`src/sv/cfq_pkg.sv`:
```
`timescale 1ns / 1ps
// ----------------------------------------------------------------------------
// cfq_pkg
// Shared types and constants of the circular fifo queue.
// ----------------------------------------------------------------------------
package cfq_pkg;

  // data word and configuration widths
  localparam int WORD_W       = 32;
  localparam int CAP_CFG_W    = 5;
  localparam int DEFAULT_DEPTH = 16;

  // word reported for front and rear while nothing is held
  localparam logic signed [WORD_W-1:0] EMPTY_WORD = -32'sd1;

  // operation codes, any other code is a status query
  localparam logic [1:0] OP_ENQUEUE = 2'd0;
  localparam logic [1:0] OP_DEQUEUE = 2'd1;
  localparam logic [1:0] OP_QUERY   = 2'd2;

  // controller states
  typedef enum logic [2:0] {
    ST_IDLE = 3'b001,
    ST_READ = 3'b010,
    ST_SEND = 3'b100
  } state_t;

  // commands from controller to datapath
  typedef struct packed {
    logic apply;    // item accepted, update pointers and ring
    logic capture;  // register front and rear words and flags
  } cmd_t;

endpackage

```
`src/sv/cfq_req_if.sv`:
```
`timescale 1ns / 1ps
// ----------------------------------------------------------------------------
// cfq_req_if
// Request channel: one queue operation per item.
// ----------------------------------------------------------------------------
interface cfq_req_if;
  logic                                valid;
  logic                                ready;
  logic [1:0]                          opcode;
  logic signed [cfq_pkg::WORD_W-1:0]   push_value;

  modport source (output valid, output opcode, output push_value, input ready);
  modport sink (input valid, input opcode, input push_value, output ready);
endinterface

```
`src/sv/cfq_rsp_if.sv`:
```
`timescale 1ns / 1ps
// ----------------------------------------------------------------------------
// cfq_rsp_if
// Response channel: status of the queue after each operation.
// ----------------------------------------------------------------------------
interface cfq_rsp_if;
  logic                                valid;
  logic                                ready;
  logic                                accepted;
  logic signed [cfq_pkg::WORD_W-1:0]   front_word;
  logic signed [cfq_pkg::WORD_W-1:0]   rear_word;
  logic                                is_empty;
  logic                                is_full;

  modport source (output valid, output accepted, output front_word, output rear_word,
                  output is_empty, output is_full, input ready);
  modport sink (input valid, input accepted, input front_word, input rear_word,
                input is_empty, input is_full, output ready);
endinterface

```
`src/sv/circular_fifo_queue.sv`:
```
`timescale 1ns / 1ps
// After an item is accepted, the sequencer captures its result in ST_READ and
// presents it in ST_SEND until rsp.ready takes it; the request side is ready
// only while the sequencer is idle, so no new item is taken before then.
// Reset empties the queue and sets the capacity to MAX_DEPTH; ring contents
// are not cleared.
// ----------------------------------------------------------------------------
// circular_fifo_queue
// Ring buffer queue of signed words with a configurable capacity.
// ----------------------------------------------------------------------------
module circular_fifo_queue #(
  parameter int MAX_DEPTH = cfq_pkg::DEFAULT_DEPTH
) (
  input  logic                          clk,
  input  logic                          rst,
  cfq_req_if.sink                       req,
  cfq_rsp_if.source                     rsp,
  input  logic                          cfg_we,
  input  logic [cfq_pkg::CAP_CFG_W-1:0] cfg_data
);

  cfq_pkg::cmd_t cmd;

  // sequencer
  cfq_ctrl u_ctrl (
    .clk       (clk),
    .rst       (rst),
    .req_valid (req.valid),
    .req_ready (req.ready),
    .rsp_valid (rsp.valid),
    .rsp_ready (rsp.ready),
    .cmd       (cmd)
  );

  // storage and pointers
  cfq_datapath #(
    .MAX_DEPTH (MAX_DEPTH)
  ) u_datapath (
    .clk        (clk),
    .rst        (rst),
    .cmd        (cmd),
    .cfg_we     (cfg_we),
    .cfg_data   (cfg_data),
    .opcode     (req.opcode),
    .push_value (req.push_value),
    .accepted   (rsp.accepted),
    .front_word (rsp.front_word),
    .rear_word  (rsp.rear_word),
    .is_empty   (rsp.is_empty),
    .is_full    (rsp.is_full)
  );

endmodule

```
`src/sv/cfq_ctrl.sv`:
```
`timescale 1ns / 1ps
// ----------------------------------------------------------------------------
// cfq_ctrl
// Sequencer: accept an item, read the ring, present the result.
// ----------------------------------------------------------------------------
module cfq_ctrl (
  input  logic          clk,
  input  logic          rst,
  input  logic          req_valid,
  output logic          req_ready,
  output logic          rsp_valid,
  input  logic          rsp_ready,
  output cfq_pkg::cmd_t cmd
);

  cfq_pkg::state_t state;
  cfq_pkg::state_t state_next;

  // handshake outputs and datapath commands
  assign req_ready   = (state == cfq_pkg::ST_IDLE);
  assign rsp_valid   = (state == cfq_pkg::ST_SEND);
  assign cmd.apply   = (state == cfq_pkg::ST_IDLE) && req_valid;
  assign cmd.capture = (state == cfq_pkg::ST_READ);

  // next state
  always_comb begin
    state_next = state;
    unique case (state)
      cfq_pkg::ST_IDLE: begin
        if (req_valid) state_next = cfq_pkg::ST_READ;
      end
      cfq_pkg::ST_READ: begin
        state_next = cfq_pkg::ST_SEND;
      end
      cfq_pkg::ST_SEND: begin
        if (rsp_ready) state_next = cfq_pkg::ST_IDLE;
      end
      default: begin
        state_next = cfq_pkg::ST_IDLE;
      end
    endcase
  end

  // state register
  always_ff @(posedge clk) begin
    if (rst) begin
      state <= cfq_pkg::ST_IDLE;
    end else begin
      state <= state_next;
    end
  end

endmodule

```
`src/sv/cfq_datapath.sv`:
```
`timescale 1ns / 1ps
// ----------------------------------------------------------------------------
// cfq_datapath
// Ring storage, head and tail pointers, entry count and capacity register.
// ----------------------------------------------------------------------------
module cfq_datapath #(
  parameter int MAX_DEPTH = cfq_pkg::DEFAULT_DEPTH
) (
  input  logic                                clk,
  input  logic                                rst,
  input  cfq_pkg::cmd_t                       cmd,
  input  logic                                cfg_we,
  input  logic [cfq_pkg::CAP_CFG_W-1:0]       cfg_data,
  input  logic [1:0]                          opcode,
  input  logic signed [cfq_pkg::WORD_W-1:0]   push_value,
  output logic                                accepted,
  output logic signed [cfq_pkg::WORD_W-1:0]   front_word,
  output logic signed [cfq_pkg::WORD_W-1:0]   rear_word,
  output logic                                is_empty,
  output logic                                is_full
);

  localparam int IW = (MAX_DEPTH > 1) ? $clog2(MAX_DEPTH) : 1;
  localparam int CW = $clog2(MAX_DEPTH + 1);

  logic signed [cfq_pkg::WORD_W-1:0] ring [MAX_DEPTH];

  logic [CW-1:0] capacity;
  logic [CW-1:0] count;
  logic [IW-1:0] head;
  logic [IW-1:0] tail;

  logic [31:0]   cfg_wide;
  logic [CW-1:0] cap_clamped;
  logic [CW-1:0] head_inc;
  logic [CW-1:0] tail_inc;
  logic [IW-1:0] head_wrap;
  logic [IW-1:0] tail_wrap;
  logic          can_push;
  logic          can_pop;
  logic          do_push;
  logic          do_pop;

  logic signed [cfq_pkg::WORD_W-1:0] front_r;
  logic signed [cfq_pkg::WORD_W-1:0] rear_r;
  logic                              ok_r;
  logic                              empty_r;
  logic                              full_r;

  // capacity clamp: zero reads as one, large values saturate
  always_comb begin
    cfg_wide = 32'(cfg_data);
    if (cfg_wide == 32'd0) begin
      cap_clamped = CW'(1);
    end else if (cfg_wide > 32'(MAX_DEPTH)) begin
      cap_clamped = CW'(MAX_DEPTH);
    end else begin
      cap_clamped = CW'(cfg_wide);
    end
  end

  // pointer advance with wrap at capacity
  always_comb begin
    head_inc  = CW'(head) + CW'(1);
    tail_inc  = CW'(tail) + CW'(1);
    head_wrap = (head_inc >= capacity) ? '0 : IW'(head_inc);
    tail_wrap = (tail_inc >= capacity) ? '0 : IW'(tail_inc);
  end

  // operation decode
  always_comb begin
    can_push = (count < capacity);
    can_pop  = (count != '0);
    do_push  = cmd.apply && (opcode == cfq_pkg::OP_ENQUEUE) && can_push;
    do_pop   = cmd.apply && (opcode == cfq_pkg::OP_DEQUEUE) && can_pop;
  end

  // pointers, count and capacity
  always_ff @(posedge clk) begin
    if (rst) begin
      capacity <= CW'(MAX_DEPTH);
      head     <= '0;
      tail     <= IW'(MAX_DEPTH - 1);
      count    <= '0;
    end else if (cfg_we) begin
      capacity <= cap_clamped;
      head     <= '0;
      tail     <= IW'(cap_clamped - CW'(1));
      count    <= '0;
    end else begin
      if (do_push) begin
        tail  <= tail_wrap;
        count <= count + CW'(1);
      end
      if (do_pop) begin
        head  <= head_wrap;
        count <= count - CW'(1);
      end
    end
  end

  // success flag of the current item
  always_ff @(posedge clk) begin
    if (cmd.apply) begin
      unique case (opcode)
        cfq_pkg::OP_ENQUEUE: ok_r <= can_push;
        cfq_pkg::OP_DEQUEUE: ok_r <= can_pop;
        default:             ok_r <= 1'b1;
      endcase
    end
  end

  // ring write port
  always_ff @(posedge clk) begin
    if (do_push) begin
      ring[tail_wrap] <= push_value;
    end
  end

  // ring read ports and flags, taken after the update has settled
  always_ff @(posedge clk) begin
    if (cmd.capture) begin
      front_r <= ring[head];
      rear_r  <= ring[tail];
      empty_r <= (count == '0);
      full_r  <= (count == capacity);
    end
  end

  // result fields
  assign accepted   = ok_r;
  assign is_empty   = empty_r;
  assign is_full    = full_r;
  assign front_word = empty_r ? cfq_pkg::EMPTY_WORD : front_r;
  assign rear_word  = empty_r ? cfq_pkg::EMPTY_WORD : rear_r;

endmodule
```
`src/flat_wrapper.sv`:
```
// flat-port wrapper written by rule: the top's interface ports become plain ports
module circular_fifo_queue_flat 
#(
  parameter int MAX_DEPTH = cfq_pkg::DEFAULT_DEPTH
)
  (clk, rst, cfg_we, cfg_data, req_valid, req_opcode, req_push_value, req_ready, rsp_valid, rsp_accepted, rsp_front_word, rsp_rear_word, rsp_is_empty, rsp_is_full, rsp_ready);
  cfq_req_if req_i ();
  cfq_rsp_if rsp_i ();
  input  logic clk;
  input  logic rst;
  input  logic cfg_we;
  input  logic [cfq_pkg::CAP_CFG_W-1:0] cfg_data;
  input wire logic [$bits(req_i.valid)-1:0] req_valid;
  input wire logic [$bits(req_i.opcode)-1:0] req_opcode;
  input wire logic [$bits(req_i.push_value)-1:0] req_push_value;
  output wire logic [$bits(req_i.ready)-1:0] req_ready;
  output wire logic [$bits(rsp_i.valid)-1:0] rsp_valid;
  output wire logic [$bits(rsp_i.accepted)-1:0] rsp_accepted;
  output wire logic [$bits(rsp_i.front_word)-1:0] rsp_front_word;
  output wire logic [$bits(rsp_i.rear_word)-1:0] rsp_rear_word;
  output wire logic [$bits(rsp_i.is_empty)-1:0] rsp_is_empty;
  output wire logic [$bits(rsp_i.is_full)-1:0] rsp_is_full;
  input wire logic [$bits(rsp_i.ready)-1:0] rsp_ready;
  assign req_i.valid = req_valid;
  assign req_i.opcode = req_opcode;
  assign req_i.push_value = req_push_value;
  assign req_ready = req_i.ready;
  assign rsp_valid = rsp_i.valid;
  assign rsp_accepted = rsp_i.accepted;
  assign rsp_front_word = rsp_i.front_word;
  assign rsp_rear_word = rsp_i.rear_word;
  assign rsp_is_empty = rsp_i.is_empty;
  assign rsp_is_full = rsp_i.is_full;
  assign rsp_i.ready = rsp_ready;
  circular_fifo_queue #(.MAX_DEPTH(MAX_DEPTH)) u_core (.clk(clk), .rst(rst), .req(req_i), .rsp(rsp_i), .cfg_we(cfg_we), .cfg_data(cfg_data));
endmodule
```
`config.mk`:
```
export PLATFORM = sky130hd
export DESIGN_NAME = circular_fifo_queue_flat
export DESIGN_NICKNAME = d
export VERILOG_FILES = /design/src/sv/cfq_pkg.sv /design/src/sv/cfq_req_if.sv /design/src/sv/cfq_rsp_if.sv /design/src/sv/circular_fifo_queue.sv /design/src/sv/cfq_ctrl.sv /design/src/sv/cfq_datapath.sv /design/src/flat_wrapper.sv
export SDC_FILE = /design/constraint.sdc
export NUM_CORES = 1
export LEC_CHECK = 0
export BUFFER_PORTS_ARGS = -buffer_cell sky130_fd_sc_hd__buf_2
export CAP_MARGIN = 20
export CORE_ASPECT_RATIO = 0.8
export CORE_UTILIZATION = 52
export CTS_CLUSTER_SIZE = 40
export DETAILED_ROUTE_END_ITERATION = 10
export HOLD_SLACK_MARGIN = 0.1
export PLACE_DENSITY_LB_ADDON = 0.3
export SLEW_MARGIN = 20
export SYNTH_ARGS = -nofsm -noshare
export SYNTH_HDL_FRONTEND = slang
export SYNTH_SLANG_ARGS = --single-unit
```
`constraint.sdc`:
```
create_clock -name clk -period 4.75 [get_ports clk]
set_input_delay 0.7125 -clock clk [delete_from_list [all_inputs] [get_ports clk]]
set_output_delay 0.7125 -clock clk [all_outputs]
set_load 0.01 [all_outputs]
```
==> results.toml, run 1 <==
[run_status]
status = "complete, no violations"

[placement]
dp_hpwl_um = 35830
pre_cts_slack_ps = 791.2
gp_congestion = 0.7744
io_buffers = 112

[pwr]
ir_worst_vdd_v = 0.0003255
powerDensity_nw_per_um2 = 361.8
p_leak_nw = 9.602
total_power_mw = 11.00

[global_routing]
grt_pass1_vias = 14140
grt_max_degree = 114
grt-ovfl-total = 0
grt_pass1_wl_um = 92880
track_usage_pct = 24.37
antenna_found_initial = 6

[final_layout]
layout_common_cells = "edfxtp_1, mux4_2, buf_2, or2_2, clkbuf_16"
nNetsFinal = 1438
regArea_um2 = 17830
area_delta_synth_final_pct = 12.39
multi_input_area_um2 = 8877
final_util_pct = 59.40
final_common_cell = "edfxtp_1"
drive_gt1_share_pct = 46.47
fillers = 3602

[die]
pin_count = 113
die_w_um = 257.1
die_y_um = 206.0
fp-row-count = 74
initial_core_util_pct = 52.85
die-area_um2 = 52960
core_area_um2 = 51200

[clock_network]
post_cts_resized = 0
clockBufferDepth = 3
holdBufCountCts = 0
clk_latency_ps = 630
clock-sinks = 600
post_cts_buffers = 0
cts_root_buffer = "clkbuf_16"
cts.htree.levels = 2
clk_pin_slew_ps = 60
numCtsBuffers = 58
cts_tree = "built"

[timing]
slew_viol_final = 0
min_period_ps = 3943
fmax_mhz = 253.6
post-route-period-util_pct = 83.00
setup_violations = 0
final-hold-violation-count = 0
worst_pin_slew_ps = 1068
maxSlewHeadroom_pct = 28.83
rsz0062_at_grt = "no"
skew_ps = 22.95
setup_tns_ps = 0
setup_ws_ps = 807.3

[worst_setup_path]
cp-start-kind = "flop"
worst-setup-path-type = "flop to flop"
critPathArrivalTime_ps = 4180
rr_startpoint = "u_core.u_datapath.tail[0]"
cp_max_fo = 41
end_kind = "flop"
crit_required_ps = 4990
worstSetupStartpoint = "u_core.u_datapath.tail[0]"

[synthesis]
syn-num-nets = 1308
synthesis.area_um2 = 27060
ys_seq_area_share_pct = 65.80
synthArstFlopShare_pct = 0
syn_inst = 1242
ys_types = 43
ys_warn_count = 0
avgSynthCellArea_um2 = 21.79
ys.flop_type = "edfxtp_1"
synth_seq_cells = 600
synth_edf_count = 579

[drt]
drtIter0Drc = 1468
ant_nets = 0
dr_total_vias = 13830
wl_um = 62690
avgRoutedWirePerCell_um = 29.80
avgViaCountPerCell = 6.575
first_pass_iters = 5
route.detailed.drc = 0

[min_path]
hold_path_class = "input pin to flop"
worstHoldStart = "cfg_data[3]"

[job]
max_cap_violations = 0
[per-layer routing]
layer  track usage, %  vias up  part of all wire, %
met2            38.36      681                   49
met3            4.440       88                  7.8
li1                 -     5651                    -
met1            35.29     7410                   41
met5                0        -                0.041
met4            7.207        4                  2.1
[worst paths after layout]
kind / to / slack (ps) / cells past startpoint
max reg2reg: u_core.u_datapath.ring[9][1] / 810 / 8
max: u_core.u_datapath.ring[9][1] / 810 / 8
min reg2reg: u_core.u_datapath.capacity[2] / 500 / 2
min: u_core.u_datapath.capacity[3] / 390 / 3
[synth_stat cells (2+ instances only)]
library cell,count,area share (%)
edfxtp_1,579,64
mux4_2,320,27
or2_2,67,1.5
nor2_1,39,0.54
clkbuf_1,32,0.44
dfxtp_1,21,1.6
ha_1,21,0.97
buf_1,18,0.25
buf_6,17,0.71
buf_2,16,0.30
inv_1,12,0.17
a21oi_1,9,0.17
nor2b_1,8,0.18
mux2i_1,7,0.26
o21ai_0,7,0.13
nand2_1,6,0.083
nand3_1,6,0.11
a22oi_1,5,0.14
nor3_1,5,0.092
xnor2_1,5,0.16
a21o_1,4,0.11
a311oi_1,3,0.097
nand2b_1,3,0.069
nand4_1,3,0.069
o211ai_1,3,0.083
xor2_1,3,0.097
a211oi_1,2,0.055
and3_1,2,0.046
nand3b_1,2,0.055
nand4b_1,2,0.065
nor3b_1,2,0.055
o21bai_1,2,0.055
[cell type report]
type	count	share of cell area [%]
Clock inverter	41	1.123
Tap cell	684	2.814
Antenna cell	2	0.01646
Multi-Input combinational cell	546	29.19
Clock buffer	65	4.858
Timing Repair Buffer	153	3.221
Sequential cell	600	58.62
Inverter	13	0.1604
[through the flow]
stage / std cells / hold WS (ps) / cell area (um2)
detailed placement: 1996 / 494.5 / 28590
floorplan: 1242 / 457.9 / 27060
global route: 2104 / 399.6 / 30410
finish: 2104 / 393.3 / 30410
CTS: 2102 / 358.5 / 30410
global placement: 1995 / 474.1 / 28560
[report_power, final]
group          internal [mW]  switching (mW)
clock network           2.47            2.01
registers               5.85          0.0236
logic                  0.292           0.371
[critical path, cell delays in order (launching register included)]
cell,delay [ps]
dfxtp_4,360
buf_4,660
ha_1,370
nor2b_1,100
o21ai_0,120
a31oi_1,620
nand4b_1,530
nor2_4,190
buf_4,570
[state kept, by name (all words and copies together), names as in the netlist]
name,flops
u_core.u_datapath.tail,4
u_core.u_datapath.is_empty,1
u_core.u_ctrl.state,3
u_core.u_datapath.head,4
u_core.u_datapath.rear_r,32
u_core.u_datapath.ring,512
u_core.u_datapath.is_full,1
u_core.u_datapath.count,5
u_core.u_datapath.capacity,5
u_core.u_datapath.accepted,1
u_core.u_datapath.front_r,32
[cells by family (layout without fill, tap and decap cells)]
group | after synthesis | in the layout | synth area share (%)
flops | 600 | 600 | 65.80
mux | 327 | 327 | 26.89
other cells | 0 | 2 | 0
fa+ha+maj | 22 | 22 | 1.045
simple gates | 147 | 147 | 3.010
buf+inv | 96 | 272 | 1.877
compound gates | 42 | 42 | 1.114
xor+xnor | 8 | 8 | 0.2589
(Power assumes the default switching activity.)
==> run 2: changes to the inputs <==
--- a/config.mk
+++ b/config.mk
@@ -5,6 +5,7 @@
 export SDC_FILE = /design/constraint.sdc
 export NUM_CORES = 1
 export LEC_CHECK = 0
+export ABC_AREA = 1
 export BUFFER_PORTS_ARGS = -buffer_cell sky130_fd_sc_hd__buf_2
 export CAP_MARGIN = 20
 export CORE_ASPECT_RATIO = 0.8
==> constraint.sdc (replaced) <==
create_clock -name clk -period 3.4 [get_ports clk]
set_input_delay 0.51 -clock clk [delete_from_list [all_inputs] [get_ports clk]]
set_output_delay 0.51 -clock clk [all_outputs]
set_load 0.01 [all_outputs]
==> run 2 against run 1 <==
Net effect:
- via count is 63% higher
- critical endpoint is now u_core.u_datapath.ring[0][14]
- core utilization shrank 1.5 points
- final area rose by 5.7%
- critical path type unchanged
==> results.toml, run 2 <==
[run_status]
status = "complete, no violations"

[synthesis]
synthArstFlopShare_pct = 0
syn_inst = 2848
synth_area_leaders = "edfxtp_1, o211ai_1, a21oi_1"
synth_seq_cells = 600
synthTopCellsByCount = "edfxtp_1, nand2_1, a21oi_1"
yosys.area.top_type = "edfxtp_1"
synthesis.area_um2 = 29350
synth_edf_count = 579
yosysMostFrequentCell = "edfxtp_1"
synth_top_cell_area_share_pct = 59.23
ys_types = 40
ys_seq_area_share_pct = 60.66
ys.flop_type = "edfxtp_1"
avgSynthCellArea_um2 = 10.31
syn-num-nets = 2914
ys_warn_count = 0

[global_routing]
track_usage_pct = 27.58
grt_pass1_vias = 21360
grt_pass1_wl_um = 121900
antenna_found_initial = 3
grt_max_degree = 290
grt-ovfl-total = 0

[pwr]
power_frac_seq_pct = 53.2
p_sw_mw = 3.709
p_leak_nw = 11.45
sw_frac_of_total_pct = 23.95
intPower_mw = 11.78
ir_worst_vdd_v = 0.0004059
pwr-share-comb_pct = 8.3
powerDensity_nw_per_um2 = 481.9
power.share.clock_pct = 38.5

[timing]
worst_pin_slew_ps = 1090
post-route-period-util_pct = 91.02
slew_viol_final = 0
final-hold-violation-count = 0
min_period_ps = 3095
holdWs_ps = 137.1
maxSlewHeadroom_pct = 27.35
rsz0062_at_grt = "no"
skew_ps = 19.17
setup_violations = 0
setup_ws_ps = 305.3
fmax_mhz = 323.1

[final_layout]
final_common_cell = "edfxtp_1"
reg_top3 = "u_core.u_datapath.ring x512, u_core.u_datapath.front_r x32, u_core.u_datapath.rear_r x32"
drive_gt1_share_pct = 12.43
largest_register_ffs = 512
layout_common_cells = "edfxtp_1, nand2_1, a21oi_1, inv_1, nand3_1"
top_register = "u_core.u_datapath.ring"
area_delta_synth_final_pct = 9.484
fillers = 4602
nNetsFinal = 2927

[die]
die_y_um = 214.5
die-area_um2 = 57410
initial_core_util_pct = 52.90
fp-row-count = 77
core_area_um2 = 55490
die_w_um = 267.6
pin_count = 113

[worst_setup_path]
cp_num_cells = 13
worstReg2RegEnd = "u_core.u_datapath.ring[0][14]"
crit_top_cell = "nand2_1"
cp-start-kind = "flop"
critPathCapture = "u_core.u_datapath.ring[0][14]"
rr_startpoint = "u_core.u_datapath.tail[0]"
rrSetupSlack_ps = 310
cp_top_family = "simple AND/OR/NAND/NOR gates"
worstSetupStartpoint = "u_core.u_datapath.tail[0]"
crit_chain = "ha_1 -> xor2_1 -> ha_1 -> a21o_1 -> nand2_1 -> nand2_1 -> inv_1 -> nand2_1 -> nor2_1 -> nor2_1 -> nand2_1 -> nor2_4 -> buf_4"
end_kind = "flop"
worst-setup-path-type = "flop to flop"
path_buf_inv = 2
critPathArrivalTime_ps = 3380
slowest_delay_ps = 500
cp_slowest_cell = "nor2_4"
rr_worst_depth = 13
cp_max_fo = 18
crit_required_ps = 3690

[clock_network]
clk_latency_ps = 640
numCtsBuffers = 58
clk_pin_slew_ps = 60
clock-sinks = 600
cts.htree.levels = 2
cts_tree = "built"
cts_root_buffer = "clkbuf_16"
post_cts_buffers = 0
clockBufferDepth = 3

[placement]
dp_hpwl_um = 43260
io_buffers = 112
pre_cts_slack_ps = 295.8
gp_congestion = 0.8166

[drt]
avgViaCountPerCell = 6.164
drtIter0Drc = 3329
avgRoutedWirePerCell_um = 21.91
first_pass_iters = 6
ant_nets = 0
route.detailed.drc = 0
wl_um = 79940
dr_total_vias = 22490

[job]
max_cap_violations = 0

[min_path]
hold_path_class = "input pin to flop"
hold_depth = 2
-- run 2: power groups by stage --
stage          Combinational, mW  Sequential, mW  Clock [mW]
4_1_cts                     1.26            8.24        6.03
5_1_grt                     1.41            8.24        6.29
3_3_place_gp                1.23            8.39           0
3_5_place_dp                1.26            8.40           0
6_report                    1.29            8.24        5.96
2_1_floorplan              0.814            8.39           0
-- run 2: worst min-delay path by stage --
stage,start,endpoint,slack (ps)
3_3_place_gp,u_core.u_datapath.capacity[3],u_core.u_datapath.capacity[3],450
5_1_grt,cfg_data[4],u_core.u_datapath.capacity[2],130
2_1_floorplan,u_core.u_datapath.capacity[3],u_core.u_datapath.capacity[3],440
4_1_cts,cfg_data[4],u_core.u_datapath.capacity[2],100
6_report,rst,u_core.u_ctrl.state[1],140
3_5_place_dp,u_core.u_datapath.capacity[3],u_core.u_datapath.capacity[3],450
-- run 2: cells by family (layout without fill, tap and decap cells) --
| logic type | after synthesis | after routing | synth area share (%) |
|---|---|---|---|
| other | 0 | 3 | 0 |
| DFF | 600 | 600 | 60.66 |
| adders and majority gates | 22 | 22 | 0.9633 |
| AOI/OAI and AO/OA | 905 | 905 | 17.75 |
| xor gates and xnor gates | 7 | 7 | 0.2089 |
| buffers and inverters | 523 | 571 | 8.226 |
| and+or+nand+nor | 791 | 791 | 12.19 |
-- run 2: metal layers --
metal  track usage (%)  wire, um  part of all wire (%)
met4             11.77      3038                   3.8
met3             3.824      7408                   9.3
met1             37.96     31920                    40
met2             43.87     37560                    47
met5                 0        12                 0.015
-- run 2: area by class of cell --
cell class | count | area, um2 | share of cell area (%)
multi-input combinational | 1725 | 9264 | 28.83
clock buffer | 74 | 1511 | 4.703
tap | 750 | 938.4 | 2.920
antenna | 3 | 7.507 | 0.02336
inverter | 301 | 1130 | 3.516
timing repair buffer | 175 | 1289 | 4.010
sequential | 600 | 17830 | 55.49
clock inverter | 21 | 166.4 | 0.5178
-- run 2: what timing repair did --
action                                  CTS  global route
hold buffers                              1             0
endpoints found under the setup margin    0             0
hold endpoints to repair                  1             0
gates resized for setup                   0             0
-- run 2: worst register-to-register path, cell delays in order, from the launching register on --
cell and delay, ps:
dfxtp_4 360, ha_1 230, xor2_1 170, ha_1 300, a21o_1 110, nand2_1 40, nand2_1 80, inv_1 60
nand2_1 80, nor2_1 70, nor2_1 150, nand2_1 110, nor2_4 500, buf_4 470
-- run 2: per-stage QoR --
| step | instances | TNS (ps) | power (mW) | area [um2] | util (%) |
|---|---|---|---|---|---|
| after floorplan | 2848 | -99510 | 9.204 | 29380 | - |
| after global placement | 3547 | 0 | 9.619 | 30370 | 54.72 |
| after detailed placement | 3547 | 0 | 9.651 | 30370 | 54.72 |
| after CTS | 3643 | 0 | 15.53 | 32060 | 57.77 |
| after global routing | 3648 | 0 | 15.95 | 32140 | 57.91 |
| final | 3649 | 0 | 15.49 | 32140 | 57.91 |
